<file path="src/rtl/d64su_pkg.sv">
// package for the 64-bit signed/unsigned restoring divider
// holds the data word width, constants and the per-stage payload struct
// no dependencies
`timescale 1ns / 1ps

package d64su_pkg;

    localparam int unsigned W = 64;

    localparam logic [W-1:0] C_ONE  = {{(W-1){1'b0}}, 1'b1};
    localparam logic [W-1:0] C_ZERO = {W{1'b0}};

    // payload that moves down the divide pipeline with each item
    typedef struct packed {
        logic         neg;   // negate the magnitude quotient at the end
        logic         one;   // signed zero divisor with negative dividend
        logic [W-1:0] den;   // divisor magnitude
        logic [W-1:0] rem;   // partial remainder
        logic [W-1:0] nq;    // dividend bits still to shift in, quotient bits behind
    } t_stage;

endpackage

</file>
<file path="src/rtl/d64su_step.sv">
// one restoring division step: one quotient bit per register stage
// depends on d64su_pkg
`timescale 1ns / 1ps

module d64su_step (
    input  logic              i_clk,
    input  logic              i_rst_n,
    input  logic              i_en,
    input  logic              i_valid,
    input  d64su_pkg::t_stage i_stage,
    output logic              o_valid,
    output d64su_pkg::t_stage o_stage
);
    import d64su_pkg::*;

    logic         r_valid;
    t_stage       r_stage;
    t_stage       n_stage;
    logic [W:0]   w_trial;
    logic [W:0]   w_diff;

    always_comb begin
        // shifted remainder keeps its carry-out as bit W
        w_trial = {i_stage.rem, i_stage.nq[W-1]};
        w_diff  = w_trial - {1'b0, i_stage.den};
        n_stage = i_stage;
        if (!w_diff[W]) begin
            n_stage.rem = w_diff[W-1:0];
            n_stage.nq  = {i_stage.nq[W-2:0], 1'b1};
        end else begin
            n_stage.rem = w_trial[W-1:0];
            n_stage.nq  = {i_stage.nq[W-2:0], 1'b0};
        end
    end

    always_ff @(posedge i_clk) begin
        if (!i_rst_n) begin
            r_valid <= 1'b0;
        end else if (i_en) begin
            r_valid <= i_valid;
        end
    end

    always_ff @(posedge i_clk) begin
        if (i_en) begin
            r_stage <= n_stage;
        end
    end

    assign o_valid = r_valid;
    assign o_stage = r_stage;

endmodule

</file>
<file path="config.mk">
export PLATFORM = sky130hd
export DESIGN_NAME = d64su_step
export DESIGN_NICKNAME = d
export VERILOG_FILES = /design/src/rtl/d64su_pkg.sv /design/src/rtl/d64su_step.sv
export SDC_FILE = /design/constraint.sdc
export NUM_CORES = 1
export LEC_CHECK = 0
export ABC_AREA = 1
export BUFFER_PORTS_ARGS = -buffer_cell sky130_fd_sc_hd__buf_2
export CELL_PAD_IN_SITES_DETAIL_PLACEMENT = 0
export CELL_PAD_IN_SITES_GLOBAL_PLACEMENT = 2
export CORE_MARGIN = 2
export CORE_UTILIZATION = 29
export DETAILED_ROUTE_END_ITERATION = 16
export HOLD_SLACK_MARGIN = 0.12
export PLACE_DENSITY = 0.89
export RECOVER_POWER = 100
export REMOVE_ABC_BUFFERS = 1
export SLEW_MARGIN = 0
export SYNTH_ARGS = -nofsm -noshare
export SYNTH_HDL_FRONTEND = slang
export SYNTH_SLANG_ARGS = --single-unit
</file>
<file path="constraint.sdc">
create_clock -name i_clk -period 3 [get_ports i_clk]
set_input_delay 0.15 -clock i_clk [delete_from_list [all_inputs] [get_ports i_clk]]
set_output_delay 0.15 -clock i_clk [all_outputs]
set_load 0.03 [all_outputs]
</file>
==> results of run 1 <==
## cells by family (layout without fill, tap and decap cells)
| family | count (synthesis) | count (layout) | synth area share [%] |
|---|---|---|---|
| xor gates and xnor gates | 31 | 31 | 2.08 |
| buffers and inverters | 407 | 1037 | 12.4 |
| DFF | 195 | 195 | 44.7 |
| AOI/OAI and AO/OA | 67 | 67 | 2.72 |
| and+or+nand+nor | 1037 | 1037 | 31.9 |
| adders and majority gates | 65 | 65 | 6.27 |
## through the flow
| stage | utilization [%] | total power [mW] |
|---|---|---|
| global placement | 35.8 | 6.17 |
| detailed placement | 35.8 | 6.19 |
| floorplan | - | 5.14 |
| global route | 40.8 | 9.14 |
| CTS | 41.6 | 8.86 |
| finish | 40.8 | 8.67 |
## how the worst max path moves through the flow
stage / from / end / slack, ns / cells after the start
floorplan: i_stage[63] / o_stage[127] / 0.37 / 17
global placement: i_stage[63] / o_stage[107] / 0.33 / 19
detailed placement: i_stage[63] / o_stage[95] / 0.25 / 19
CTS: i_stage[63] / o_stage[95] / 0.27 / 20
global route: i_stage[63] / o_stage[82] / 0.005 / 21
finish: i_stage[63] / o_stage[70] / 0.23 / 20
## cells in the mapped netlist (all sizes together)
master,instances
nand3,70
ha,64
a21oi,54
nor3,12
nand4,17
o21ai,5
clkinv,1
inv,393
nand3b,1
dfxtp,1
and3,2
nor4,4
fa,1
edfxtp,194
xor2,30
nor2,111
buf,13
or2,2
o21bai,8
xnor2,1
nand2,818
## where the power goes
part	total (mW)	leakage [nW]	switching, mW	internal, mW
Combinational	2.81	7.09	1.95	0.863
Sequential	3.43	1.90	0.0875	3.34
Clock	2.44	0.301	1.29	1.15
Total	8.67	9.29	3.33	5.35
## sequential cells by signal (all words and copies together), names as in the netlist
name	flops
o_stage	194
o_valid	1
## cells in the final DEF (no fill, tap or decap), drive strengths merged, types with 4 or more instances in the layout
| cell type | synthesis | layout |
|---|---|---|
| nand2 | 818 | 818 |
| inv | 393 | 402 |
| clkbuf | 0 | 277 |
| dlygate4sd3 | 0 | 196 |
| edfxtp | 194 | 194 |
| buf | 13 | 155 |
| nor2 | 111 | 111 |
| nand3 | 70 | 70 |
| ha | 64 | 64 |
| a21oi | 54 | 54 |
| xor2 | 30 | 30 |
| nand4 | 17 | 17 |
| nor3 | 12 | 12 |
| o21bai | 8 | 8 |
| clkinv | 1 | 7 |
| o21ai | 5 | 5 |
| nor4 | 4 | 4 |
## worst max-delay path, delay by kind of cell
family        cells  cell delay [ns]
simple gates     13             1.19
fa+ha+maj         2             0.68
buf+inv           5             0.97
## area by class of cell
cell class / instances / area (sq um)
Inverter: 394 / 1480
Clock buffer: 17 / 425
Sequential cell: 195 / 5850
Fill cell: 4779 / 26300
Multi-Input combinational cell: 1200 / 5620
Clock inverter: 15 / 191
Tap cell: 592 / 741
Timing Repair Buffer: 611 / 3840
## per-layer routing
metal  up-vias  wire length [microns]  global-route usage, %  part of all wire [%]
met5         -                      0                      0                     0
met2       334                  24700                   38.6                    47
met1      5910                  24400                   29.2                    47
met4         0                    832                   6.10                   1.6
met3        39                   2290                   3.64                   4.4
li1       6742                      -                      -                     -
## repair_timing
item,in CTS,in global routing
gates resized for setup,0,0
hold buffers,196,0
endpoints found under the hold margin,218,0
==> impl_results.md, run 1 <==
* Max-slew violation count at 64
* Max Cap Viol at 1
* CTS H-tree lvls at 4
* Power density over the cells at 478 mW/mm^2
* Bufs on Longest Clock Path at 2
* Starting density of the core at 29.5%
* Mean instance size in the synthesized netlist at 7.26 sq um
* Register bit total from synthesis at 195
* Net count of the finished layout at 2,682
* Endpoints failing hold at 0
* Violations in the final reports: max-capacitance violations, max-slew violations
* Chip Height at 216 microns
* Core Footprint at 0.0444 sq mm
* Area Overhead vs Synth at 38.6%
* Final setup violation count at 0
* Setup slack on the worst flop-to-flop path at 1.75 ns
* Skew-Pair Late Insertion Delay at 0.50 ns
* Global router's overall resource usage at 22.5%
* Leak pwr at 9.29 nW
* Routability-driven placement congestion ratio at 0.887
* HPWL after detailed placement at 42.1 mm
* Cell area after layout at 0.0181 sq mm
* Routed via count divided by cell count at 4.31
* Hold slack final at 0.348 ns
* Worst hold path class: primary input to register
* Post CTS Setup Buffer Count at 0
* Sort of element at the end of the critical path: register
* Final Critical Period at 2.77 ns
* CTS root buffer: sky130_fd_sc_hd__clkbuf_16
* Sink of the worst hold path: o_stage[29]
* Yosys warning total at 0
* First-pass GRT wire length at 77.7 mm
* RSZ-0062 raised after global routing: false
* Share of the synthesized area in the top cell type at 44.5%
* Share of cells above drive strength 1 at 9.58%
* Instance count along the most critical hold path at 2
* Number of antenna cells inserted at 0
* Cell total after placement at 2,796
* Most prevalent standard cell on the critical path: sky130_fd_sc_hd__nand2_1
* Max IR drop VDD at 0.407 mV
* Transition time at the pin with the least slew margin at 1.67 ns
* CTS tree: yes
* Routed wirelength normalized by instance count at 17.3 microns
* Post-route clock skew at 0 ns
* Highest cell delay on the worst timing path at 0.52 ns
* Residual DRC at 0
* Cell count after synthesis at 1,802
* Max Clk Rate at 0.361 GHz
* Total negative setup slack at 0 ns
* Fin worst setup slack at 0.230 ns
* Die Width at 216 microns
* Max transition margin at -11.3%
* Register area share after synthesis at 44.7%
* Clock buffers created by TritonCTS at 17
* DP Worst Slack at 0.254 ns
* Type of origin of the critical path: primary input
* Standard cell area after detailed placement at 0.0159 sq mm
* Required time of the worst setup path at 3.25 ns
* Cells along the critical path: dlygate4sd3_1, buf_2, inv_1, ha_1, fa_1, inv_1, nand2_1, nand2_1, nand3_1, nand2_2, nand2_1, nand2_2, nand2_1, nand2_2, nand2_2, nand3_1, nand2_2, buf_12, nand2_1, nand2_1
* Crit-path max FO at 34
* Reg clk slew, reported paths at 0.08 ns
* Critical-path cell with the highest stage delay: sky130_fd_sc_hd__dlygate4sd3_1
* Period utilization at 92.3%
* Library cells used by synthesis at 32
* Synth area leader: sky130_fd_sc_hd__edfxtp_1
* Total grt overflow at 0
* Top cells by area, synth: sky130_fd_sc_hd__edfxtp_1 45%, sky130_fd_sc_hd__nand2_1 23%, sky130_fd_sc_hd__inv_1 11%
* Antenna violation net count after detailed routing at 0
* R2r endpoint: o_valid
* Vias in the first global route at 13,200
* Critical Path AT at 3.02 ns
* CP Class: primary input to register
* Clock sinks at 195
* Total Die Area at 0.0468 sq mm
* Num ports at 393
* Number of placement rows at 77
* Largest net degree at the start of global routing at 110
* Routed via count at 13,000
* Total standard cell area after synthesis at 0.0131 sq mm
* Number of standard cells in the final layout excluding fillers at 3,024
* Total Routed Length at 52.2 mm
* Status: complete, but fails checks
* Antenna violations before repair at 1
* Detailed Routing Iterations Pass 1 at 5
* Iteration-0 DRC count of the detailed router at 690
* Startpoint of the most critical register-to-register path: o_valid
* Count of cells along the worst register-to-register path at 3
* Worst hold start: i_stage[28]
* Count of buffers inserted at the top-level ports at 392
Power figures use the tool's default switching activity.
==> inputs of run 2 (changes only) <==
==> constraint.sdc (replaced) <==
create_clock -name i_clk -period 2.6 [get_ports i_clk]
set_input_delay 0.13 -clock i_clk [delete_from_list [all_inputs] [get_ports i_clk]]
set_output_delay 0.13 -clock i_clk [all_outputs]
set_load 0.03 [all_outputs]
==> run 2 against run 1 <==
Effect of this change:
- the flow now finishes without violations
- sequential share of layout area decreased by 1.0 points
- register-to-register slack got worse by 0.34 ns
- combinational power increased by 21%
- clock power increased by 13%
- critical path depth decreased by 6
- critical endpoint is now o_stage[123]
- routed wire length increased by 1.2%
- clock skew unchanged
- cell count increased by 1.5%
- worst hold slack got worse by 0.16 ns
- die area unchanged
- sequential power increased by 15%
==> impl_results.md, run 2 (synthesis gave the netlist of run 1 again) <==
* Routed wirelength normalized by instance count at 17.2 microns (-0.31%)
* Routability-driven placement congestion ratio at 0.926 (+4.4%)
* Max Cap Viol at 0 (-1)
* Count of buffers inserted at the top-level ports at 392 (unchanged)
* Critical Path AT at 2.80 ns (-0.22 ns)
* Wire length on met1 at 23.8 mm (-2.4%)
* Status: completed
* Bufs on Longest Clock Path at 2 (unchanged)
* Total negative setup slack at 0 ns (unchanged)
* Max-slew violation count at 0 (-100%)
* Transition time at the pin with the least slew margin at 1.38 ns (-0.286 ns)
* Total buffers and inverters traversed by the critical path at 4 (-1)
* Net count of the finished layout at 2,727 (+1.7%)
* Power density over the cells at 539 mW/mm^2 (+13%)
* Number of inserted filler cells in the final layout at 4,740 (-0.82%)
* Number of standard cells in the final layout excluding fillers at 3,069 (+1.5%)
* Crit-path max FO at 4 (-88%)
* Cell area after layout at 0.0187 sq mm (+3.3%)
* Routed via count at 13,300 (+1.9%)
* Core Footprint at 0.0444 sq mm (unchanged)
* Critical-path cell with the highest stage delay: sky130_fd_sc_hd__dlygate4sd3_1
* Final setup violation count at 0 (unchanged)
* HPWL after detailed placement at 42.8 mm (+1.8%)
* Die Width at 216 microns (unchanged)
* Max IR drop VDD at 0.365 mV (-10%)
* Detailed Routing Iterations Pass 1 at 5 (unchanged)
* Total Die Area at 0.0468 sq mm (unchanged)
* Sort of element at the end of the critical path: register
* Endpoints failing hold at 0 (unchanged)
* Most common cell after layout, fill and taps aside: sky130_fd_sc_hd__nand2_1
* Routed via count divided by cell count at 4.33 (+0.44%)
* Post-route clock skew at 0 ns (unchanged)
* Period utilization at 98.4%
* Antenna violations before repair at 2 (+1)
* Largest net degree at the start of global routing at 49 (-55%)
* Number of antenna cells inserted at 0 (unchanged)
* Post CTS Setup Buffer Count at 0 (unchanged)
* Num ports at 393 (unchanged)
* Required time of the worst setup path at 2.84 ns (-0.41 ns)
* CTS tree: yes
* Met3 wirelength from detailed routing at 2.53 mm (+10%)
* Most prevalent standard cell on the critical path: sky130_fd_sc_hd__nand2_1
* Flip-flop count of the largest register, all copies and words added at 194 (unchanged)
* Vias in the first global route at 13,400 (+1.5%)
* Final Critical Period at 2.56 ns
* Type of origin of the critical path: primary input
* Cell total after placement at 2,842 (+1.6%)
* Met2 WL at 25.3 mm (+2.7%)
* Commonest cells after routing, fill and taps aside: 768 x sky130_fd_sc_hd__nand2_1, 389 x sky130_fd_sc_hd__inv_1, 242 x sky130_fd_sc_hd__clkbuf_1
* Total grt overflow at 0 (unchanged)
* Worst hold path class: primary input to register
* Clock sinks at 195 (unchanged)
* Skew-Pair Late Insertion Delay at 0.48 ns (-0.02 ns)
* Residual DRC at 0 (unchanged)
* Starting density of the core at 29.5% (unchanged)
* Area Overhead vs Synth at 43.2%
* Iteration-0 DRC count of the detailed router at 795 (+15%)
* Cells along the critical path: dlygate4sd3_1, buf_2, inv_1, ha_1, buf_4, nand2_1, nor2_1, nand2_1, nor4_1, nand2_1, nand3_1, nand2_1, nand2_2, nand2_1
* First-pass GRT wire length at 78.5 mm (+1.1%)
* Clock buffers created by TritonCTS at 17 (unchanged)
* Antenna violation net count after detailed routing at 0 (unchanged)
* Reg clk slew, reported paths at 0.10 ns (+0.02 ns)
* CTS root buffer: sky130_fd_sc_hd__clkbuf_16
* Share of cells above drive strength 1 at 14.4% (+4.8 points)
* Global router's overall resource usage at 22.6% (+0.093 points)
* Leak pwr at 9.59 nW (+3.2%)
* Number of placement rows at 77 (unchanged)
* CTS H-tree lvls at 4 (unchanged)
* Kind of cell adding the most delay to the critical path: simple AND/OR/NAND/NOR gates
* Highest cell delay on the worst timing path at 0.52 ns (about the same)
* Total Routed Length at 52.8 mm (+1.2%)
* Standard cell area after detailed placement at 0.0162 sq mm (+2.2%)
* Max transition margin at 7.78% (+19 points)
* Chip Height at 216 microns (unchanged)
* CP Class: primary input to register
* Max Clk Rate at 0.391 GHz
* Max Used Layer: met5
-- run 2: through the flow --
stage | utilization (%) | hold WS [ns] | setup slack, ns | total power, mW
after floorplan | - | 0.223 | -0.0124 | 5.93
after global placement | 36.6 | 0.306 | 0.000351 | 7.20
after detailed placement | 36.6 | 0.308 | 0.00607 | 7.22
after CTS | 42.3 | 0.146 | 0.0174 | 10.3
after global routing | 42.2 | 0.194 | -0.0255 | 10.7
final | 42.2 | 0.190 | 0.0412 | 10.1
-- run 2: cell type report --
class / count / area (sq um) / area share (%)
clock buffers: 17 / 425 / 2.27
clock inverters: 15 / 181 / 0.968
inverters: 394 / 1480 / 7.89
multi-input cells: 1200 / 5880 / 31.4
flip-flops and latches: 195 / 5850 / 31.2
well taps: 592 / 741 / 3.95
repair buffers: 656 / 4190 / 22.4
-- run 2: where the power goes --
group	switching (mW)	total, mW	internal (mW)
clock network	1.45	2.75	1.31
registers	0.103	3.96	3.85
logic	2.30	3.40	1.10
total	3.85	10.1	6.26
-- run 2: final timing paths --
| path | start | end | slack (ns) | cells past startpoint |
|---|---|---|---|---|
| setup / recovery | i_stage[171] | o_stage[123] | 0.04 | 14 |
| hold / removal | i_stage[63] | o_stage[64] | 0.19 | 6 |
| setup reg to reg | o_valid | o_valid | 1.41 | 3 |
| hold reg to reg | o_valid | o_valid | 1.11 | 3 |
-- run 2: worst register-to-register path, cell delays in order (launching register included) --
cell	delay [ns]
sky130_fd_sc_hd__dfxtp_1	0.31
sky130_fd_sc_hd__o21ai_0	0.16
sky130_fd_sc_hd__a21oi_1	0.06
sky130_fd_sc_hd__dlygate4sd3_1	0.55
-- run 2: per-layer routing --
layer  vias to the layer above  GRT usage [%]
met2                       383           38.7
met5                         -              0
met3                        54           3.10
met4                         2           6.62
li1                       6826              -
met1                      6012           29.5
-- run 2: repair_timing --
action | 4_1_cts | 5_1_grt
endpoints found under the hold margin | 194 | 0
resized for setup | 0 | 75
setup endpoints to repair | 0 | 65
hold buffers | 195 | 0
