### src/rtl/d64su_pkg.sv
// package for the 64-bit signed/unsigned restoring divider
// holds the data word width, constants and the per-stage payload struct
// no dependencies
`timescale 1ns / 1ps

package d64su_pkg;

    localparam int unsigned W = 64;

    localparam logic [W-1:0] C_ONE  = {{(W-1){1'b0}}, 1'b1};
    localparam logic [W-1:0] C_ZERO = {W{1'b0}};

    // payload that moves down the divide pipeline with each item
    typedef struct packed {
        logic         neg;   // negate the magnitude quotient at the end
        logic         one;   // signed zero divisor with negative dividend
        logic [W-1:0] den;   // divisor magnitude
        logic [W-1:0] rem;   // partial remainder
        logic [W-1:0] nq;    // dividend bits still to shift in, quotient bits behind
    } t_stage;

endpackage

### src/rtl/d64su_front.sv
// input stage of the divider: operand magnitudes and sign fix-up flags
// depends on d64su_pkg
`timescale 1ns / 1ps

module d64su_front (
    input  logic                    i_clk,
    input  logic                    i_rst_n,
    input  logic                    i_en,
    input  logic                    i_valid,
    input  logic                    i_action,
    input  logic [d64su_pkg::W-1:0] i_dividend,
    input  logic [d64su_pkg::W-1:0] i_divisor,
    output logic                    o_valid,
    output d64su_pkg::t_stage       o_stage
);
    import d64su_pkg::*;

    logic   r_valid;
    t_stage r_stage;
    t_stage n_stage;
    logic   w_num_neg;
    logic   w_den_neg;

    always_comb begin
        w_num_neg     = i_action & i_dividend[W-1];
        w_den_neg     = i_action & i_divisor[W-1];
        n_stage.rem   = C_ZERO;
        n_stage.nq    = w_num_neg ? (C_ZERO - i_dividend) : i_dividend;
        n_stage.den   = w_den_neg ? (C_ZERO - i_divisor) : i_divisor;
        n_stage.neg   = w_num_neg ^ w_den_neg;
        n_stage.one   = w_num_neg & (i_divisor == C_ZERO);
    end

    always_ff @(posedge i_clk) begin
        if (!i_rst_n) begin
            r_valid <= 1'b0;
        end else if (i_en) begin
            r_valid <= i_valid;
        end
    end

    always_ff @(posedge i_clk) begin
        if (i_en) begin
            r_stage <= n_stage;
        end
    end

    assign o_valid = r_valid;
    assign o_stage = r_stage;

endmodule

### config.mk
export PLATFORM = sky130hd
export DESIGN_NAME = d64su_front
export DESIGN_NICKNAME = d
export VERILOG_FILES = /design/src/rtl/d64su_pkg.sv /design/src/rtl/d64su_front.sv
export SDC_FILE = /design/constraint.sdc
export NUM_CORES = 1
export LEC_CHECK = 0
export BUFFER_PORTS_ARGS = -buffer_cell sky130_fd_sc_hd__buf_4
export CORE_AREA = 2 2 126 128
export CTS_BUF_LIST = sky130_fd_sc_hd__clkbuf_2
export DETAILED_ROUTE_END_ITERATION = 8
export DIE_AREA = 0 0 128 130
export PLACE_DENSITY = 0.82
export SYNTH_ARGS = -nofsm -noshare
export SYNTH_HDL_FRONTEND = slang
export SYNTH_SLANG_ARGS = --single-unit
### constraint.sdc
create_clock -name i_clk -period 3.11 [get_ports i_clk]
set_clock_uncertainty 0.05 [all_clocks]
set_input_delay 0 -clock i_clk [delete_from_list [all_inputs] [get_ports i_clk]]
set_output_delay 0 -clock i_clk [all_outputs]
set_load 0.005 [all_outputs]
==> results.py, run 1 <==
metrics = {
    "run_status": {
        "status": "aborted with a tool error",
        "failed_stage": "clock tree synthesis",
        "stop_error": "[ERROR RSZ-0060] Max buffer count reached.",
    },
    "placement": {
        "portBuffers": 263,
        "hpwl_mm": 15.5,
        "globalplace.congestion": 0.851,
        "place_ws_ns": 0.526,
        "dp.cells": 1119,
    },
    "clock_network": {
        "cts_setup_buffers": 0,
        "holdBufCountCts": 231,
        "cts_buffers": 17,
        "cts.sinks": 131,
        "cts_resized": 0,
        "cts.path.max_buffers": 2,
        "cts_root_buffer": "clkbuf_2",
        "h-tree-depth": 4,
    },
    "logic_synthesis": {
        "ys_seq_area_frac": 0.524,
        "synth_edf_count": 130,
        "syn_area_mm2": 0.00749,
        "synth_cells": 671,
        "synth_seq_cells": 131,
        "synth_warnings": 0,
        "synth_top_flop_cell": "edfxtp_1",
        "async_flop_share": 0,
        "synth_cell_types": 48,
        "syn_avg_cell_area_um2": 11.2,
    },
    "floorplanning": {
        "num_rows": 46,
        "die_y_um": 130,
        "io_pins": 328,
        "start_util": 0.486,
        "die_w_um": 128,
    },
}
## synthesized netlist by cell type (2+ instances only)
master	instances	area share
edfxtp_1	130	0.52
xor2_1	70	0.082
buf_4	64	0.064
xnor2_1	52	0.061
nor2_1	47	0.024
a21oi_1	31	0.021
nor4_1	30	0.025
a31oi_1	29	0.024
nor3_1	28	0.019
nand2_1	23	0.012
clkbuf_1	18	0.0090
o21ai_0	17	0.011
inv_1	12	0.0060
nand3_1	12	0.0080
o31ai_1	12	0.012
nand4_1	11	0.0092
or4_1	11	0.011
or3_1	10	0.0084
o41ai_1	9	0.011
nand2b_1	6	0.0050
a41oi_1	5	0.0058
and2_1	5	0.0042
and3_1	5	0.0042
buf_2	3	0.0020
nand3b_1	3	0.0030
ha_1	2	0.0033
nor2b_1	2	0.0017
nor3b_1	2	0.0020
o21ai_1	2	0.0013
or3_4	2	0.0030
## cell families after synthesis
kind of cell | share of synthesized area
buf+inv | 0.0812
flops | 0.524
other cells | 0.000501
compound gates | 0.0942
simple gates | 0.153
xor+xnor | 0.143
mux | 0.00134
fa+ha+maj | 0.00334
## through the flow
| step | instance area [um^2] | hold WS [ns] |
|---|---|---|
| after floorplan | 7730 | 0.0489 |
| after detailed placement | 9510 | 0.146 |
| after global placement | 9510 | 0.143 |
==> inputs of run 2 (changes only) <==
- CORE_AREA: 2 2 126 128 -> default
- CORE_MARGIN: default -> 2
- CORE_UTILIZATION: default -> 40
- CTS_BUF_LIST: sky130_fd_sc_hd__clkbuf_2 -> default
- DIE_AREA: 0 0 128 130 -> default
- PLACE_DENSITY: 0.82 -> default
- PLACE_DENSITY_LB_ADDON: default -> 0.15
==> results.py, run 2 <==
metrics = {
    "floorplanning": {
        "die_w_um": 141,
        "die_y_um": 141,
        "start_util": 0.405,
        "die_area_mm2": 0.0198,
        "core_mm2": 0.0185,
        "io_pins": 328,
        "num_rows": 50,
    },
    "clock_network": {
        "cts_root_buffer": "clkbuf_16",
        "cts_tree": "done",
        "cts.sinks": 131,
        "clk_pin_slew_ns": 0.06,
        "cts_resized": 0,
        "h-tree-depth": 4,
        "cts.path.max_buffers": 2,
        "clk_latency_ns": 0.41,
        "cts_buffers": 17,
    },
    "sta": {
        "maxSlewViolCount": 0,
        "fin_tns_setup_ns": 0,
        "min_period_ns": 2.95,
        "rsz0062_at_grt": "false",
        "setup_viol": 0,
        "worst_pin_slew_ns": 1.04,
        "post-route-period-util": 0.948,
        "fmax_mhz": 339,
        "relSlewSlack": 0.307,
        "hold_violations": 0,
    },
    "grt": {
        "grt_pass1_wl_mm": 34.6,
        "grt_pass1_vias": 6612,
        "grt_max_degree": 67,
        "grt-ovfl-total": 0,
        "grt_usage": 0.221,
        "antenna_found_initial": 0,
    },
    "critical_path": {
        "worst_r2r_endpoint": "o_valid",
        "crit_required_ns": 3.22,
        "reg2reg_from": "o_valid",
        "critPathSlowestCell": "or4_1",
        "r2r_cells": 3,
        "crit_fanout": 6,
        "critPathMaxStageDelay_ns": 0.64,
        "start_kind": "input pin",
        "arrival_ns": 3.06,
        "reg2reg_slack_ns": 1.93,
        "crit_chain": "dlygate4sd3_1 > buf_4 > or3_4 > or4_1 > or3_4 > o31ai_4 > xnor2_1 > dlygate4sd3_1",
        "path_class": "in -> reg",
        "crit_family": "simple AND/OR/NAND/NOR gates",
        "crit_buf_inv": 3,
        "crit_cells": 8,
        "startpoint": "i_divisor[5]",
        "setup.worst_path.end_class": "flop",
    },
    "power_and_ir_drop": {
        "p_clk_frac": 0.372,
        "p_switching_mw": 1.26,
        "power_frac_seq": 0.431,
        "p_leak_nw": 4.72,
        "total_power_mw": 5.17,
        "power_density_mw_per_mm2": 444,
        "worst_ir_drop_vdd_mv": 0.362,
        "intPower_mw": 3.91,
        "sw_frac_of_total": 0.244,
        "pwr-share-comb": 0.198,
    },
    "placement": {
        "portBuffers": 263,
        "globalplace.congestion": 0.831,
        "hpwl_mm": 15.6,
    },
    "layout": {
        "final_common_cell": "buf_4",
        "layout_common_cells": "buf_4, dlygate4sd3_1, edfxtp_1",
        "drive_above_1_share": 0.287,
        "largest_reg_flops": 130,
        "diodes": 0,
        "nNetsFinal": 1235,
        "areaGrowthSynthToFinish_pct": 55.5,
        "fillCellCount": 1514,
    },
    "min_path": {
        "min_to": "o_stage[27]",
        "hold_class": "in -> reg",
        "holdPathStages": 1,
        "hold_start": "i_en",
    },
    "run_status": {
        "status": "completed",
    },
    "detailed_routing": {
        "drt_wl_total_mm": 22.4,
        "wl_met2_mm": 11.2,
        "wl_met1_mm": 9.07,
        "via_per_inst": 5.01,
        "drtIter0Drc": 353,
        "top_layer_used": "met4",
        "ant_nets": 0,
        "vias": 6739,
        "wl_met3_mm": 1.83,
        "wl_per_cell_um": 16.7,
        "drc": 0,
        "firstDrtPassIters": 5,
    },
    "logic_synthesis": {
        "synth_seq_cells": 131,
        "synth_cell_types": 48,
        "synth_edf_count": 130,
        "netlist_top_cells_area": "edfxtp_1, xor2_1, buf_4",
        "synth_top_flop_cell": "edfxtp_1",
        "synth_common_cells": "edfxtp_1, xor2_1, buf_4, xnor2_1, nor2_1",
        "netlist.area_leader.share": 0.521,
        "synth_warnings": 0,
        "async_flop_share": 0,
        "yosysTopAreaCell": "edfxtp_1",
        "ys_seq_area_frac": 0.524,
        "yosysMostFrequentCell": "edfxtp_1",
        "syn_avg_cell_area_um2": 11.2,
        "syn_area_mm2": 0.00749,
        "synth_cells": 671,
    },
    "job": {
        "maxCapViolations": 0,
    },
}
## run 2: how the worst max path moves through the flow
stage / to / slack (ns)
2_1_floorplan: o_stage[180] / 1.08
3_3_place_gp: o_stage[192] / 0.78
3_5_place_dp: o_stage[189] / 0.70
4_1_cts: o_stage[179] / 0.06
5_1_grt: o_stage[183] / 0.06
6_report: o_stage[183] / 0.16
## run 2: final cells by class
cell class	instances	area, um^2	area share
Sequential cell	131	3920	0.337
Clock buffer	19	433	0.0372
Timing Repair Buffer	432	3630	0.312
Inverter	12	45.0	0.00387
Clock inverter	12	116	0.00999
Multi-Input combinational cell	506	3200	0.275
Tap cell	234	293	0.0251
## run 2: metal layers
layer,global-route usage,up-vias
met1,0.269,3184
met4,0.0621,0
met5,0,-
met3,0.0656,24
met2,0.384,284
li1,-,3247
## run 2: kinds of logic (layout without fill, tap and decap cells)
group | after synthesis | count (layout) | synth area share
AO/OA/AOI/OAI | 110 | 110 | 0.0942
XOR/XNOR | 122 | 122 | 0.143
adder cells (fa/ha/maj) | 2 | 2 | 0.00334
buffers and inverters | 97 | 475 | 0.0812
flip-flops | 131 | 131 | 0.524
multiplexers | 1 | 1 | 0.00134
other | 1 | 64 | 0.000501
AND/OR/NAND/NOR | 207 | 207 | 0.153
## run 2: repair_timing
item / in CTS / in global routing
hold buffers: 150 / 0
setup buffers: 0 / 3
endpoints found under the setup margin: 0 / 3
endpoints found under the hold margin: 131 / 0
## run 2: power by group through the flow
stage               clock [mW]  combinational (mW)  sequential (mW)
floorplan                    0               0.305             2.28
global placement             0               0.838             2.26
detailed placement           0               0.844             2.26
CTS                       1.95                1.01             2.23
global route              2.02                1.11             2.24
finish                    1.92                1.02             2.23
## run 2: worst register-to-register path, stage by stage (launching register included)
cell	delay, ns
dfxtp_1	0.30
mux2i_1	0.12
nor2b_1	0.05
dlygate4sd3_1	0.54
## run 2: metrics by stage
stage | hold slack [ns] | std cells | worst slack, ns | cell area [um^2] | utilization
3_5_place_dp | 0.153 | 1162 | 0.698 | 9570 | 0.517
5_1_grt | 0.118 | 1346 | 0.0620 | 11600 | 0.629
2_1_floorplan | 0.0489 | 734 | 1.08 | 7730 | -
3_3_place_gp | 0.152 | 1162 | 0.779 | 9570 | 0.517
6_report | 0.0878 | 1346 | 0.163 | 11600 | 0.629
4_1_cts | 0.0977 | 1343 | 0.0599 | 11600 | 0.628
(Power assumes the default switching activity.)
==> inputs of run 3 (changes only) <==
- BUFFER_PORTS_ARGS: -buffer_cell sky130_fd_sc_hd__buf_4 -> -buffer_cell sky130_fd_sc_hd__clkbuf_2
- PLACE_DENSITY_LB_ADDON: 0.15 -> 0.1
==> results.py, run 3 (same netlist as run 2, synthesis figures left out) <==
metrics = {
    "run_status": {
        "status": "completed",
    },
    "critical_path": {
        "r2r_cells": 3,
        "path_class": "in -> reg",
        "start_kind": "input pin",
        "reg2reg_slack_ns": 1.93,
        "arrival_ns": 3.03,
        "crit_fanout": 6,
        "crit_chain": "dlygate4sd3_1 > clkbuf_2 > or3_4 > or4_1 > or3_4 > o31ai_4 > xnor2_1 > dlygate4sd3_1",
        "setup.worst_path.end_class": "flop",
        "critPathSlowestCell": "or4_1",
        "crit_family": "simple AND/OR/NAND/NOR gates",
        "crit_cells": 8,
        "crit_required_ns": 3.22,
        "critPathMaxStageDelay_ns": 0.62,
        "crit_buf_inv": 3,
    },
    "layout": {
        "post-route-util": 0.589,
        "final_common_cell": "clkbuf_2",
        "areaGrowthSynthToFinish_pct": 45.7,
        "largest_reg_flops": 130,
        "nNetsFinal": 1230,
        "drive_above_1_share": 0.290,
        "design_area_mm2": 0.0109,
        "diodes": 0,
        "layout_common_cells": "clkbuf_2, dlygate4sd3_1, edfxtp_1",
        "fin_cells": 1342,
    },
    "power_and_ir_drop": {
        "p_leak_nw": 4.52,
        "power_density_mw_per_mm2": 449,
        "worst_ir_drop_vdd_mv": 0.373,
        "total_power_mw": 4.90,
    },
    "clock_network": {
        "h-tree-depth": 4,
        "cts_buffers": 17,
        "cts.path.max_buffers": 2,
        "clk_latency_ns": 0.41,
        "cts_tree": "done",
        "clk_pin_slew_ns": 0.06,
        "cts_root_buffer": "clkbuf_16",
        "cts.sinks": 131,
    },
    "sta": {
        "fin_tns_setup_ns": 0,
        "maxSlewViolCount": 0,
        "min_period_ns": 2.91,
        "setup_slack_ns": 0.196,
        "fmax_mhz": 343,
        "setup_viol": 0,
        "holdWs_ns": 0.0426,
        "worst_pin_slew_ns": 1.03,
        "rsz0062_at_grt": "false",
        "post-route-period-util": 0.937,
        "hold_violations": 0,
        "relSlewSlack": 0.309,
    },
    "placement": {
        "hpwl_mm": 15.4,
        "dp.cells": 1163,
        "place_ws_ns": 0.683,
        "portBuffers": 263,
        "globalplace.congestion": 0.824,
        "place_area_mm2": 0.00892,
    },
    "floorplanning": {
        "die_y_um": 141,
        "num_rows": 50,
        "core_mm2": 0.0185,
        "die_area_mm2": 0.0198,
        "die_w_um": 141,
        "start_util": 0.405,
        "io_pins": 328,
    },
    "min_path": {
        "holdPathStages": 1,
        "hold_class": "in -> reg",
    },
    "detailed_routing": {
        "firstDrtPassIters": 4,
        "via_per_inst": 4.99,
        "vias": 6694,
        "drc": 0,
        "wl_per_cell_um": 16.3,
        "drt_wl_total_mm": 21.9,
        "ant_nets": 0,
        "drtIter0Drc": 304,
    },
    "grt": {
        "grt-ovfl-total": 0,
        "grt_pass1_vias": 6664,
        "grt_pass1_wl_mm": 33.9,
        "grt_max_degree": 70,
        "grt_usage": 0.217,
        "antenna_found_initial": 0,
    },
    "job": {
        "maxCapViolations": 0,
    },
}
==> run 3: final timing paths <==
| check | start | endpoint |
|---|---|---|
| worst max register to register | o_valid | o_valid |
| worst min-delay path | i_en | o_stage[2] |
| worst min register to register | o_valid | o_valid |
| worst max-delay path | i_divisor[5] | o_stage[183] |
==> run 3: area by class of cell <==
cell class              count  area [um^2]
fillers                  1618         7610
flip-flops and latches    131         3920
multi-input cells         506         3210
repair buffers            427         2910
clock buffers              20          437
well taps                 234          293
clock inverters            12         91.3
inverters                  12         45.0
==> run 3: layer usage <==
layer / wire (um) / part of all wire / vias up / track usage
li1: - / - / 3235 / -
met1: 9060 / 0.41 / 3160 / 0.261
met2: 10700 / 0.49 / 259 / 0.370
met3: 1650 / 0.075 / 40 / 0.0625
met4: 491 / 0.022 / 0 / 0.0789
met5: 0 / 0 / - / 0
==> run 3: timing repair <==
action,in CTS,in global routing
resized for setup,0,1
hold endpoints to repair,131,0
hold buffers,143,0
buffers inserted,0,4
endpoints found under the setup margin,0,2
==> run 3: report_power, final <==
part           switching [mW]  internal, mW  total [mW]
clock                   0.737          1.08        1.82
sequential             0.0530          2.17        2.22
combinational           0.434         0.430       0.863
total                    1.22          3.68        4.90
==> inputs of run 4 (changes only) <==
- BUFFER_PORTS_ARGS: -buffer_cell sky130_fd_sc_hd__clkbuf_2 -> default
- CORE_AREA: default -> 2 2 127 129
- CORE_MARGIN: 2 -> default
- CORE_UTILIZATION: 40 -> default
- DIE_AREA: default -> 0 0 129 131
- DONT_BUFFER_PORTS: default -> 1
==> results.py, run 4 <==
metrics = {
    "logic_synthesis": {
        "synth_compound_area_frac": 0.0942,
        "yosysTopAreaCell": "edfxtp_1",
        "synth_cells": 671,
        "synthMuxAreaShare": 0.00134,
        "synth_top_family_by_area": "simple AND/OR/NAND/NOR gates",
        "async_flop_share": 0,
        "ys_seq_area_frac": 0.524,
        "synthXorXnorAreaFrac": 0.143,
        "synth_warnings": 0,
        "netlist.area_leader.share": 0.521,
        "synth_top_flop_cell": "edfxtp_1",
        "synth_seq_cells": 131,
        "synth_common_cells": "edfxtp_1, xor2_1, buf_4, xnor2_1, nor2_1",
        "synthAdderAreaFrac": 0.00334,
        "synth_edf_count": 130,
        "netlist_top_cells_area": "edfxtp_1, xor2_1, buf_4",
        "syn_avg_cell_area_um2": 11.2,
        "synth_cell_types": 48,
        "syn_area_mm2": 0.00749,
        "synth-simple-area-share": 0.153,
        "yosysMostFrequentCell": "edfxtp_1",
    },
    "placement": {
        "portBuffers": 0,
        "globalplace.congestion": 0.870,
        "hpwl_mm": 13.8,
        "place_ws_ns": 0.683,
    },
    "clock_network": {
        "holdBufCountCts": 183,
        "cts.sinks": 131,
        "cts.path.max_buffers": 2,
        "cts_resized": 0,
        "cts_root_buffer": "clkbuf_16",
        "h-tree-depth": 4,
        "cts_setup_buffers": 0,
        "cts_buffers": 17,
    },
    "run_status": {
        "status": "aborted with a tool error",
        "failed_stage": "clock tree synthesis",
        "stop_error": "[ERROR RSZ-0060] Max buffer count reached.",
    },
    "floorplanning": {
        "start_util": 0.480,
        "die_w_um": 129,
        "die_y_um": 131,
        "io_pins": 328,
        "num_rows": 46,
    },
}
-- run 4: cell counts after synthesis --
Identical to the previous run, type by type.
-- run 4: cells by family after synthesis --
kind of cell / count (synthesis)
compound gates: 110
xor+xnor: 122
fa+ha+maj: 2
buf+inv: 97
flops: 131
mux: 1
other cells: 1
simple gates: 207
-- run 4: stage by stage --
step	util	std cells	cell area [um^2]	hold slack (ns)
2_1_floorplan	-	734	7730	0.0489
3_3_place_gp	0.483	877	7530	0.0490
3_5_place_dp	0.483	877	7530	0.0492
