`config.mk`:
```
export PLATFORM = sky130hd
export DESIGN_NAME = d64su_out
export DESIGN_NICKNAME = d
export VERILOG_FILES = /design/src/rtl/d64su_pkg.sv /design/src/rtl/d64su_out.sv
export SDC_FILE = /design/constraint.sdc
export NUM_CORES = 1
export LEC_CHECK = 0
export BUFFER_PORTS_ARGS = -buffer_cell sky130_fd_sc_hd__buf_2
export CAP_MARGIN = 25
export CORE_UTILIZATION = 51
export DETAILED_ROUTE_END_ITERATION = 12
export GPL_TIMING_DRIVEN = 1
export PLACE_DENSITY = 0.81
export SKIP_LAST_GASP = 1
export SYNTH_ARGS = -nofsm -noshare
export SYNTH_HDL_FRONTEND = slang
export SYNTH_SLANG_ARGS = --single-unit
```
`constraint.sdc`:
```
create_clock -name i_clk -period 8.1 [get_ports i_clk]
set_clock_uncertainty 0.05 [all_clocks]
set_input_delay 0.81 -clock i_clk [delete_from_list [all_inputs] [get_ports i_clk]]
set_output_delay 0.81 -clock i_clk [all_outputs]
set_load 0.005 [all_outputs]
```
`src/rtl/d64su_pkg.sv`:
```
// package for the 64-bit signed/unsigned restoring divider
// holds the data word width, constants and the per-stage payload struct
// no dependencies
`timescale 1ns / 1ps

package d64su_pkg;

    localparam int unsigned W = 64;

    localparam logic [W-1:0] C_ONE  = {{(W-1){1'b0}}, 1'b1};
    localparam logic [W-1:0] C_ZERO = {W{1'b0}};

    // payload that moves down the divide pipeline with each item
    typedef struct packed {
        logic         neg;   // negate the magnitude quotient at the end
        logic         one;   // signed zero divisor with negative dividend
        logic [W-1:0] den;   // divisor magnitude
        logic [W-1:0] rem;   // partial remainder
        logic [W-1:0] nq;    // dividend bits still to shift in, quotient bits behind
    } t_stage;

endpackage

```
`src/rtl/d64su_out.sv`:
```
// output stage: quotient sign fix-up, output register and skid register
// depends on d64su_pkg
`timescale 1ns / 1ps

module d64su_out (
    input  logic                    i_clk,
    input  logic                    i_rst_n,
    input  logic                    i_valid,
    input  d64su_pkg::t_stage       i_stage,
    input  logic                    i_stall,
    output logic                    o_en,
    output logic                    o_valid,
    output logic [d64su_pkg::W-1:0] o_quotient
);
    import d64su_pkg::*;

    logic         r_out_valid;
    logic [W-1:0] r_out_q;
    logic         r_skid_valid;
    logic [W-1:0] r_skid_q;
    logic [W-1:0] w_res;
    logic         w_push;

    always_comb begin
        if (i_stage.one) begin
            w_res = C_ONE;
        end else if (i_stage.neg) begin
            w_res = C_ZERO - i_stage.nq;
        end else begin
            w_res = i_stage.nq;
        end
    end

    assign w_push = i_valid & ~r_skid_valid;

    always_ff @(posedge i_clk) begin
        if (!i_rst_n) begin
            r_out_valid  <= 1'b0;
            r_skid_valid <= 1'b0;
        end else if (!r_skid_valid) begin
            if (!r_out_valid || !i_stall) begin
                r_out_valid <= w_push;
            end else if (w_push) begin
                r_skid_valid <= 1'b1;
            end
        end else if (!i_stall) begin
            r_skid_valid <= 1'b0;
        end
    end

    always_ff @(posedge i_clk) begin
        if (!r_skid_valid) begin
            if (!r_out_valid || !i_stall) begin
                r_out_q <= w_res;
            end else begin
                r_skid_q <= w_res;
            end
        end else if (!i_stall) begin
            r_out_q <= r_skid_q;
        end
    end

    assign o_en       = ~r_skid_valid;
    assign o_valid    = r_out_valid;
    assign o_quotient = r_out_q;

endmodule

```
==> results of run 1 <==
-- how the worst max path moves through the flow --
stage                          endpoint  slack [ns]  cells after the start
4_1_cts        o_quotient[60]$_DFFE_PP_        4.36                      6
2_1_floorplan   o_quotient[0]$_DFFE_PP_        2.25                      3
3_5_place_dp   o_quotient[60]$_DFFE_PP_        3.90                      6
6_report       o_quotient[60]$_DFFE_PP_        4.25                      6
5_1_grt        o_quotient[60]$_DFFE_PP_        4.06                      6
3_3_place_gp   o_quotient[60]$_DFFE_PP_        3.98                      6
-- Yosys cell counts (3+ instances only) --
| cell type | count | area (um2) |
|---|---|---|
| a2111o_1 | 5 | 56.3 |
| a21oi_1 | 14 | 70.1 |
| a222oi_1 | 9 | 90.1 |
| a22oi_1 | 9 | 67.6 |
| a31oi_1 | 4 | 25.0 |
| a32oi_1 | 16 | 140 |
| and3_1 | 7 | 43.8 |
| buf_6 | 3 | 33.8 |
| clkbuf_1 | 58 | 218 |
| edfxtp_1 | 128 | 3840 |
| inv_1 | 12 | 45.0 |
| mux2_2 | 16 | 180 |
| mux2i_1 | 3 | 30.0 |
| nand2_1 | 67 | 251 |
| nand2b_1 | 13 | 81.3 |
| nand3_1 | 35 | 175 |
| nand3b_1 | 3 | 22.5 |
| nand4_1 | 15 | 93.8 |
| nor2_1 | 82 | 308 |
| nor2b_1 | 17 | 106 |
| nor3_1 | 17 | 85.1 |
| nor4_1 | 15 | 93.8 |
| o2111ai_1 | 3 | 26.3 |
| o21ai_0 | 57 | 285 |
| o31ai_1 | 30 | 225 |
| o41ai_1 | 10 | 87.6 |
| or2_2 | 5 | 31.3 |
| or3_1 | 24 | 150 |
| or4_1 | 29 | 218 |
| xnor2_1 | 3 | 26.3 |
| xor2_1 | 31 | 272 |
-- final cells by class --
cell class,instances,area (um2),area share
flip-flops and latches,130,3880,0.435
multi-input cells,557,3430,0.384
repair buffers,144,743,0.0832
clock buffers,19,433,0.0485
well taps,184,230,0.0258
clock inverters,13,153,0.0171
inverters,14,52.6,0.00588
diodes,2,5.00,0.000560
-- logic make-up after synthesis --
kind of cell             synth area share
AO/OA/AOI/OAI                       0.152
XOR/XNOR                           0.0391
adder cells (fa/ha/maj)           0.00164
buffers and inverters              0.0417
flip-flops                          0.510
multiplexers                       0.0276
AND/OR/NAND/NOR                     0.228
-- per-stage QoR --
stage               cell area (um2)  total power, mW  worst slack [ns]
CTS                            8930             1.83              4.36
finish                         8930             1.82              4.25
global placement               8340             1.06              3.98
floorplan                      7610            0.960              2.25
global route                   8930             1.89              4.06
detailed placement             8340             1.06              3.90
-- sequential cells by signal, indices dropped and copies added, names as in the netlist --
signal,count
o_quotient,64
r_skid_valid,1
r_skid_q,64
o_valid,1
-- cell usage in the layout, fill, tap and decap left out, types with 24 or more instances in the layout --
master | Yosys | layout
nor2_1 | 82 | 81
or3_1 | 24 | 24
buf_2 | 1 | 135
or4_1 | 29 | 29
edfxtp_1 | 128 | 128
nand3_1 | 35 | 35
o21ai_0 | 57 | 56
o31ai_1 | 30 | 30
xor2_1 | 31 | 31
nand2_1 | 67 | 67
-- metal layers --
| layer | routed length [um] | global-route usage | vias up |
|---|---|---|---|
| li1 | - | - | 3151 |
| met1 | 9080 | 0.383 | 3158 |
| met2 | 8950 | 0.399 | 403 |
| met3 | 2050 | 0.0636 | 38 |
| met4 | 457 | 0.106 | 0 |
| met5 | 0 | 0 | - |
-- worst max-delay path, cell delays in order --
cell       delay, ns
buf_2           0.14
nor4_1          0.60
nand4_1         0.81
nor4_2          1.05
a2111oi_0       0.23
nand3b_1        0.30
-- report_power, final --
group | switching (mW) | internal, mW | leakage [nW]
sequential | 0.0161 | 0.804 | 1.32
combinational | 0.144 | 0.0899 | 1.73
clock | 0.312 | 0.459 | 0.276
==> flow_summary.yaml, run 1 <==
floorplanning:
  core_um2: 14500
  placementRows: 44
  start_util: 0.524
  dieArea_um2: 15400
  die_h_um: 124
  die_w_um: 124
  num_io_pins: 264
logic_synthesis:
  ys_seq_area_frac: 0.510
  synth_edf_count: 128
  yosysUniqueCellTypes: 50
  synthCells: 765
  synth_seq_cells: 130
  async_flop_share: 0
  synth_nets: 964
  netlist_area_um2: 7610
  synth_top_flop_cell: "edfxtp_1"
  synth-warning-count: 0
  syn_avg_cell_area_um2: 9.95
timing:
  final_max_slew_viol_count: 0
  fin_crit_sh: 0.475
  finalCriticalPeriod_ns: 3.85
  fmaxAchievable_mhz: 260
  slew_headroom: 0.314
  holdWs_ns: 0.466
  worstMarginPinSlew_ns: 1.02
  tns_ns: 0
  rsz0062_at_grt: "no"
  setup_violations: 0
  finalHoldViolCount: 0
layout:
  stdcell_count: 1063
  final_nets: 1063
  drive_above_1_share: 0.233
  fillers: 1196
  syn_to_final_growth_pct: 17.4
  fin_util: 0.615
detailed_routing:
  num_vias: 6750
  routed_via_density: 6.35
  drcViolationCount: 0
  ant_nets: 0
  route.detailed.wl_per_inst_um: 19.3
  firstDrtPassIters: 6
  drt_first_iter_violations: 991
  totalWireLength_mm: 20.5
pwr:
  cellLeakagePower_nw: 3.32
  ir_drop_v: 0.000104
  powerDensity_nw_per_um2: 204
job:
  drv_cap: 0
critical_path:
  reg2reg_depth: 7
  endpoint_kind: "register"
  crit_start: "i_stage[35]"
  path_max_fanout: 22
  critical_path_class: "input port to register"
  required_ns: 8.19
  r2r_end: "o_quotient[47]$_DFFE_PP_"
  r2r_start: "r_skid_valid$_SDFF_PN0_"
  cp.arrival_ns: 3.94
  rrSetupSlack_ns: 4.81
  startpoint_type: "input port"
global_route:
  grt_pass1_vias: 5989
  antenna_found_initial: 1
  grt_usage: 0.271
  grt_pass1_wl_mm: 31.3
  grt_overflow: 0
  grt_max_degree: 85
clock_network:
  cts_max_level: 4
  clk_latency_ns: 0.43
  cts_setup_buffers: 0
  clk_pin_slew_ns: 0.06
  tritoncts: "built"
  clock_sinks: 130
  cts_max_path_buffers: 2
  cts_buffers: 17
  cts_resized: 0
  cts_hold_buffers: 0
  root_buffer: "clkbuf_16"
placed_design:
  port-buffer-count: 135
  gp_congestion: 0.835
  dpl.hpwl_mm: 12.6
  dp_cells: 1029
run_status:
  status: "complete, no violations"
worst_hold_path:
  min_from: "r_skid_q[42]$_DFFE_PP_"
  min_to: "o_quotient[42]$_DFFE_PP_"
  hold_path.class: "register to register"
  whs_path_depth: 2
Note: power is estimated with default switching activity, not from simulation.
==> run 2: changes to the inputs <==
==> constraint.sdc (replaced) <==
create_clock -name i_clk -period 3.6 [get_ports i_clk]
set_clock_uncertainty 0.05 [all_clocks]
set_input_delay 0.36 -clock i_clk [delete_from_list [all_inputs] [get_ports i_clk]]
set_output_delay 0.36 -clock i_clk [all_outputs]
set_load 0.005 [all_outputs]
==> run 2 against run 1 <==
- sequential power up 130%
- clock-buffer cell count unchanged
- wire length down 1.1%
- hold slack worse by 0.35 ns
- clock power up 120%
- design area up 1.4%
- via count about the same
- first-iteration DRC count down 13%
- critical path type unchanged
==> flow_summary.yaml, run 2 (same netlist as run 1, synthesis figures left out) <==
layout:
  drive_above_1_share: 0.244
  syn_to_final_growth_pct: 19.0
  layout_commonest_cell: "buf_2"
  final_nets: 1079
  layout_common_cells: "135 x buf_2, 128 x edfxtp_1, 81 x nor2_1, 67 x nand2_1, 56 x o21ai_0"
global_route:
  antenna_found_initial: 1
  grt_pass1_vias: 5971
  grt_overflow: 0
  grt_usage: 0.269
  grt_pass1_wl_mm: 31.2
  grt_max_degree: 81
critical_path:
  rrSetupSlack_ns: 1.28
  reg2reg_depth: 6
  r2r_end: "o_quotient[63]$_DFFE_PP_"
  critical_path_class: "input port to register"
  required_ns: 3.72
  startpoint_type: "input port"
  path_max_fanout: 8
  cp.arrival_ns: 2.82
  r2r_start: "r_skid_valid$_SDFF_PN0_"
  endpoint_kind: "register"
timing:
  fmaxAchievable_mhz: 370
  finalWorstSetupSlack_ns: 0.899
  holdWs_ns: 0.112
  rsz0062_at_grt: "no"
  finalCriticalPeriod_ns: 2.70
  slew_headroom: 0.412
  fin_crit_sh: 0.750
  final_max_slew_viol_count: 0
  tns_ns: 0
  finalHoldViolCount: 0
  setup_violations: 0
  worstMarginPinSlew_ns: 0.883
clock_network:
  cts_max_path_buffers: 2
  cts_buffers: 17
  clk_latency_ns: 0.42
  cts_max_level: 4
  root_buffer: "clkbuf_16"
  cts_setup_buffers: 0
  clk_pin_slew_ns: 0.06
  tritoncts: "built"
  clock_sinks: 130
  cts_hold_buffers: 0
  cts_resized: 0
placed_design:
  pre_cts_ws_ns: 0.469
  gp_congestion: 0.910
  dpl.hpwl_mm: 13.2
  port-buffer-count: 135
floorplanning:
  start_util: 0.524
  num_io_pins: 264
  die_h_um: 124
  die_w_um: 124
  dieArea_um2: 15400
  placementRows: 44
  core_um2: 14500
detailed_routing:
  totalWireLength_mm: 20.3
  ant_nets: 0
  drt_first_iter_violations: 865
  drcViolationCount: 0
  firstDrtPassIters: 6
  num_vias: 6752
  routed_via_density: 6.26
  route.detailed.wl_per_inst_um: 18.8
worst_hold_path:
  whs_path_depth: 3
  min_to: "r_skid_valid$_SDFF_PN0_"
  min_from: "i_rst_n"
  hold_path.class: "input port to register"
run_status:
  status: "complete, no violations"
pwr:
  powerDensity_nw_per_um2: 447
  power_mw: 4.05
  cellLeakagePower_nw: 3.40
  ir_drop_v: 0.000303
job:
  drv_cap: 0
[run 2: cell types whose count changed in the layout (fill, tap and decap cells not counted), moves of 2 or more]
cell,delta
buf_4,+14
inv_6,-3
buf_12,+2
clkinv_1,+2
clkinv_2,+2
[run 2: worst max-delay path by stage]
stage	from	endpoint	slack, ns	cells past startpoint
3_5_place_dp	i_stage[10]	r_skid_q[51]$_DFFE_PP_	0.47	7
5_1_grt	i_stage[16]	r_skid_q[48]$_DFFE_PP_	0.81	6
2_1_floorplan	i_stage[10]	r_skid_q[51]$_DFFE_PP_	0.60	8
6_report	i_stage[5]	r_skid_q[48]$_DFFE_PP_	0.90	6
4_1_cts	i_stage[5]	r_skid_q[48]$_DFFE_PP_	0.92	6
3_3_place_gp	i_stage[10]	r_skid_q[51]$_DFFE_PP_	0.47	7
[run 2: critical path, stage by stage]
cell and delay [ns]:
buf_2 0.12, or4_4 0.55, or3_1 0.48, or4_1 0.71, o21ai_0 0.25, mux2_2 0.36
[run 2: routing by layer]
| metal | wire [um] | track usage | share of wire | vias up |
|---|---|---|---|---|
| met4 | 316 | 0.104 | 0.016 | 0 |
| met2 | 9020 | 0.391 | 0.44 | 387 |
| met5 | 0 | 0 | 0 | - |
| met3 | 2320 | 0.0769 | 0.11 | 28 |
| li1 | - | - | - | 3178 |
| met1 | 8650 | 0.379 | 0.43 | 3159 |
[run 2: stage by stage]
step | std cells | util | cell area [um2]
finish | 1078 | 0.623 | 9060
global route | 1077 | 0.623 | 9060
CTS | 1077 | 0.623 | 9060
detailed placement | 1045 | 0.584 | 8490
global placement | 1045 | 0.584 | 8490
floorplan | 765 | - | 7620
[run 2: final cells by class]
class                      count  area, um2
inverter                      14       52.6
clock buffer                  19        433
antenna                        1       2.50
tap                          184        230
fill                        1186       5470
multi-input combinational    557       3430
clock inverter                13        136
sequential                   130       3880
timing repair buffer         160        888
[run 2: power breakdown]
part	total, mW	switching [mW]	internal (mW)
clock	1.67	0.654	1.02
combinational	0.532	0.322	0.210
sequential	1.85	0.0359	1.81
total	4.05	1.01	3.04
==> run 3: changes to the inputs <==
--- a/config.mk
+++ b/config.mk
@@ -5,6 +5,7 @@
 export SDC_FILE = /design/constraint.sdc
 export NUM_CORES = 1
 export LEC_CHECK = 0
+export ABC_AREA = 1
 export BUFFER_PORTS_ARGS = -buffer_cell sky130_fd_sc_hd__buf_2
 export CAP_MARGIN = 25
 export CORE_UTILIZATION = 51
==> constraint.sdc (replaced) <==
create_clock -name i_clk -period 2.8 [get_ports i_clk]
set_clock_uncertainty 0.05 [all_clocks]
set_input_delay 0.28 -clock i_clk [delete_from_list [all_inputs] [get_ports i_clk]]
set_output_delay 0.28 -clock i_clk [all_outputs]
set_load 0.005 [all_outputs]
==> run 3 against run 2 <==
- global-route usage grew 1.0 points
- flip-flop and latch count is the same
- clock power grew 40%
- largest cell class unchanged
- largest power group unchanged
==> flow_summary.yaml, run 3 <==
layout:
  drive_above_1_share: 0.202
  fillers: 1259
  layout_common_cells: "322 x nand2_1, 135 x buf_2, 128 x edfxtp_1, 127 x nor2_1, 81 x inv_1"
  fin_util: 0.622
  layout_commonest_cell: "nand2_1"
  stdcell_count: 1268
  stdcell_area_um2: 9000
  final_nets: 1267
  syn_to_final_growth_pct: 19.6
detailed_routing:
  wl_met1_mm: 9.37
  routed_via_density: 5.32
  route.detailed.wl_per_inst_um: 16.1
  ant_nets: 0
  dr_wl_met3_mm: 1.51
  route.top_layer_used: "met4"
  met2_length_mm: 9.23
  num_vias: 6745
  drt_first_iter_violations: 663
  totalWireLength_mm: 20.4
  firstDrtPassIters: 5
  drcViolationCount: 0
global_route:
  grt_usage: 0.280
  grt_overflow: 0
  grt_pass1_wl_mm: 31.3
  grt_pass1_vias: 5994
  antenna_found_initial: 2
  grt_max_degree: 94
critical_path:
  path_delay_family: "buffers and inverters"
  critical_path_buf_inv_count: 2
  endpoint_kind: "output port"
  critPathSlowestCell: "inv_1"
  path_max_fanout: 16
  startpoint_type: "register"
  critical_path.max_stage_delay_ns: 0.53
  critical_path_class: "register to output port"
  required_ns: 2.47
  cp_cell_sequence: "inv_1 > buf_2"
  cp.arrival_ns: 1.53
timing:
  final_max_slew_viol_count: 0
  tns_ns: 0
  holdWs_ns: 0.0413
  fin_crit_sh: 0.664
  rsz0062_at_grt: "no"
  setup_violations: 0
  finalHoldViolCount: 0
  slew_headroom: 0.392
  fmaxAchievable_mhz: 538
  finalCriticalPeriod_ns: 1.86
  finalWorstSetupSlack_ns: 0.940
  worstMarginPinSlew_ns: 0.912
floorplanning:
  core_um2: 14500
  num_io_pins: 264
  die_h_um: 123
  dieArea_um2: 15200
  die_w_um: 123
  placementRows: 44
  start_util: 0.520
logic_synthesis:
  synth_nets: 1136
  synth_top_flop_cell: "edfxtp_1"
  synth-compound-area-share: 0.0713
  synth_edf_count: 128
  synth-warning-count: 0
  synth_mux_area_frac: 0.00150
  synth_seq_cells: 130
  ys_seq_area_frac: 0.516
  synth_top_family_by_area: "simple AND/OR/NAND/NOR gates"
  synth_top_cell_by_area: "edfxtp_1"
  synth_fa_ha_area_frac: 0.00166
  syn_avg_cell_area_um2: 8.03
  netlist_top_cells_area: "edfxtp_1 51%, nand2_1 16%, nor2_1 6.4%"
  synth-xor-area-share: 0
  synthTopCellsByCount: "322 x nand2_1, 128 x edfxtp_1, 128 x nor2_1, 82 x inv_1, 57 x nand3_1"
  async_flop_share: 0
  synthCells: 937
  yosysMostFrequentCell: "nand2_1"
  synth_top_area_share: 0.511
  yosysUniqueCellTypes: 41
  yosys.area_share.simple: 0.348
  netlist_area_um2: 7530
job:
  drv_cap: 0
placed_design:
  port-buffer-count: 135
  pre_cts_ws_ns: 0.656
  placed_area_um2: 8380
  dp_cells: 1233
  gp_congestion: 0.934
  dpl.hpwl_mm: 14.8
clock_network:
  clk_latency_ns: 0.43
  tritoncts: "built"
  cts_buffers: 17
  root_buffer: "clkbuf_16"
  cts_resized: 0
  clk_pin_slew_ns: 0.06
  cts_max_path_buffers: 2
  cts_max_level: 4
  clock_sinks: 130
  cts_setup_buffers: 0
  cts_hold_buffers: 0
pwr:
  cellLeakagePower_nw: 4.01
  powerDensity_nw_per_um2: 592
  power_mw: 5.33
  ir_drop_v: 0.000377
run_status:
  status: "complete, no violations"
worst_hold_path:
  hold_path.class: "input port to register"
==> run 3: cell families after synthesis <==
kind of cell | Yosys count
muxes | 1
and+or+nand+nor | 595
DFF | 130
adders and majority gates | 1
AOI/OAI and AO/OA | 93
buffers and inverters | 117
==> run 3: power breakdown <==
part / internal, mW / leakage (nW) / switching, mW
Clock: 1.48 / 0.293 / 0.852
Combinational: 0.225 / 2.39 / 0.425
Sequential: 2.31 / 1.32 / 0.0360
==> run 3: cell type report <==
| type | count | area (um2) | area share |
|---|---|---|---|
| Multi-Input combinational cell | 690 | 3200 | 0.355 |
| Antenna cell | 3 | 7.51 | 0.000834 |
| Clock buffer | 18 | 429 | 0.0477 |
| Clock inverter | 14 | 186 | 0.0207 |
| Sequential cell | 130 | 3880 | 0.431 |
| Inverter | 86 | 323 | 0.0358 |
| Timing Repair Buffer | 143 | 748 | 0.0831 |
| Tap cell | 184 | 230 | 0.0256 |
==> run 3: per-layer routing <==
layer,vias to the layer above,track usage
li1,3372,-
met1,3070,0.394
met2,280,0.429
met3,23,0.0554
met4,0,0.0964
met5,-,0
==> run 3: path summary, 6_finish.rpt <==
| check | cells past startpoint | slack [ns] | end | from |
|---|---|---|---|---|
| worst min register to register | 2 | 0.46 | o_quotient[45]$_DFFE_PP_ | r_skid_q[45]$_DFFE_PP_ |
| worst max-delay path | 2 | 0.94 | o_en | r_skid_valid$_SDFF_PN0_ |
| worst max register to register | 3 | 0.96 | r_skid_q[0]$_DFFE_PP_ | r_skid_valid$_SDFF_PN0_ |
| worst min-delay path | 3 | 0.04 | o_valid$_SDFFE_PN0P_ | i_rst_n |
==> run 3: worst min-delay path, delay by kind of cell <==
kind                   cells  cell delay (ns)
AO/OA/AOI/OAI              1             0.07
buffers and inverters      2             0.13
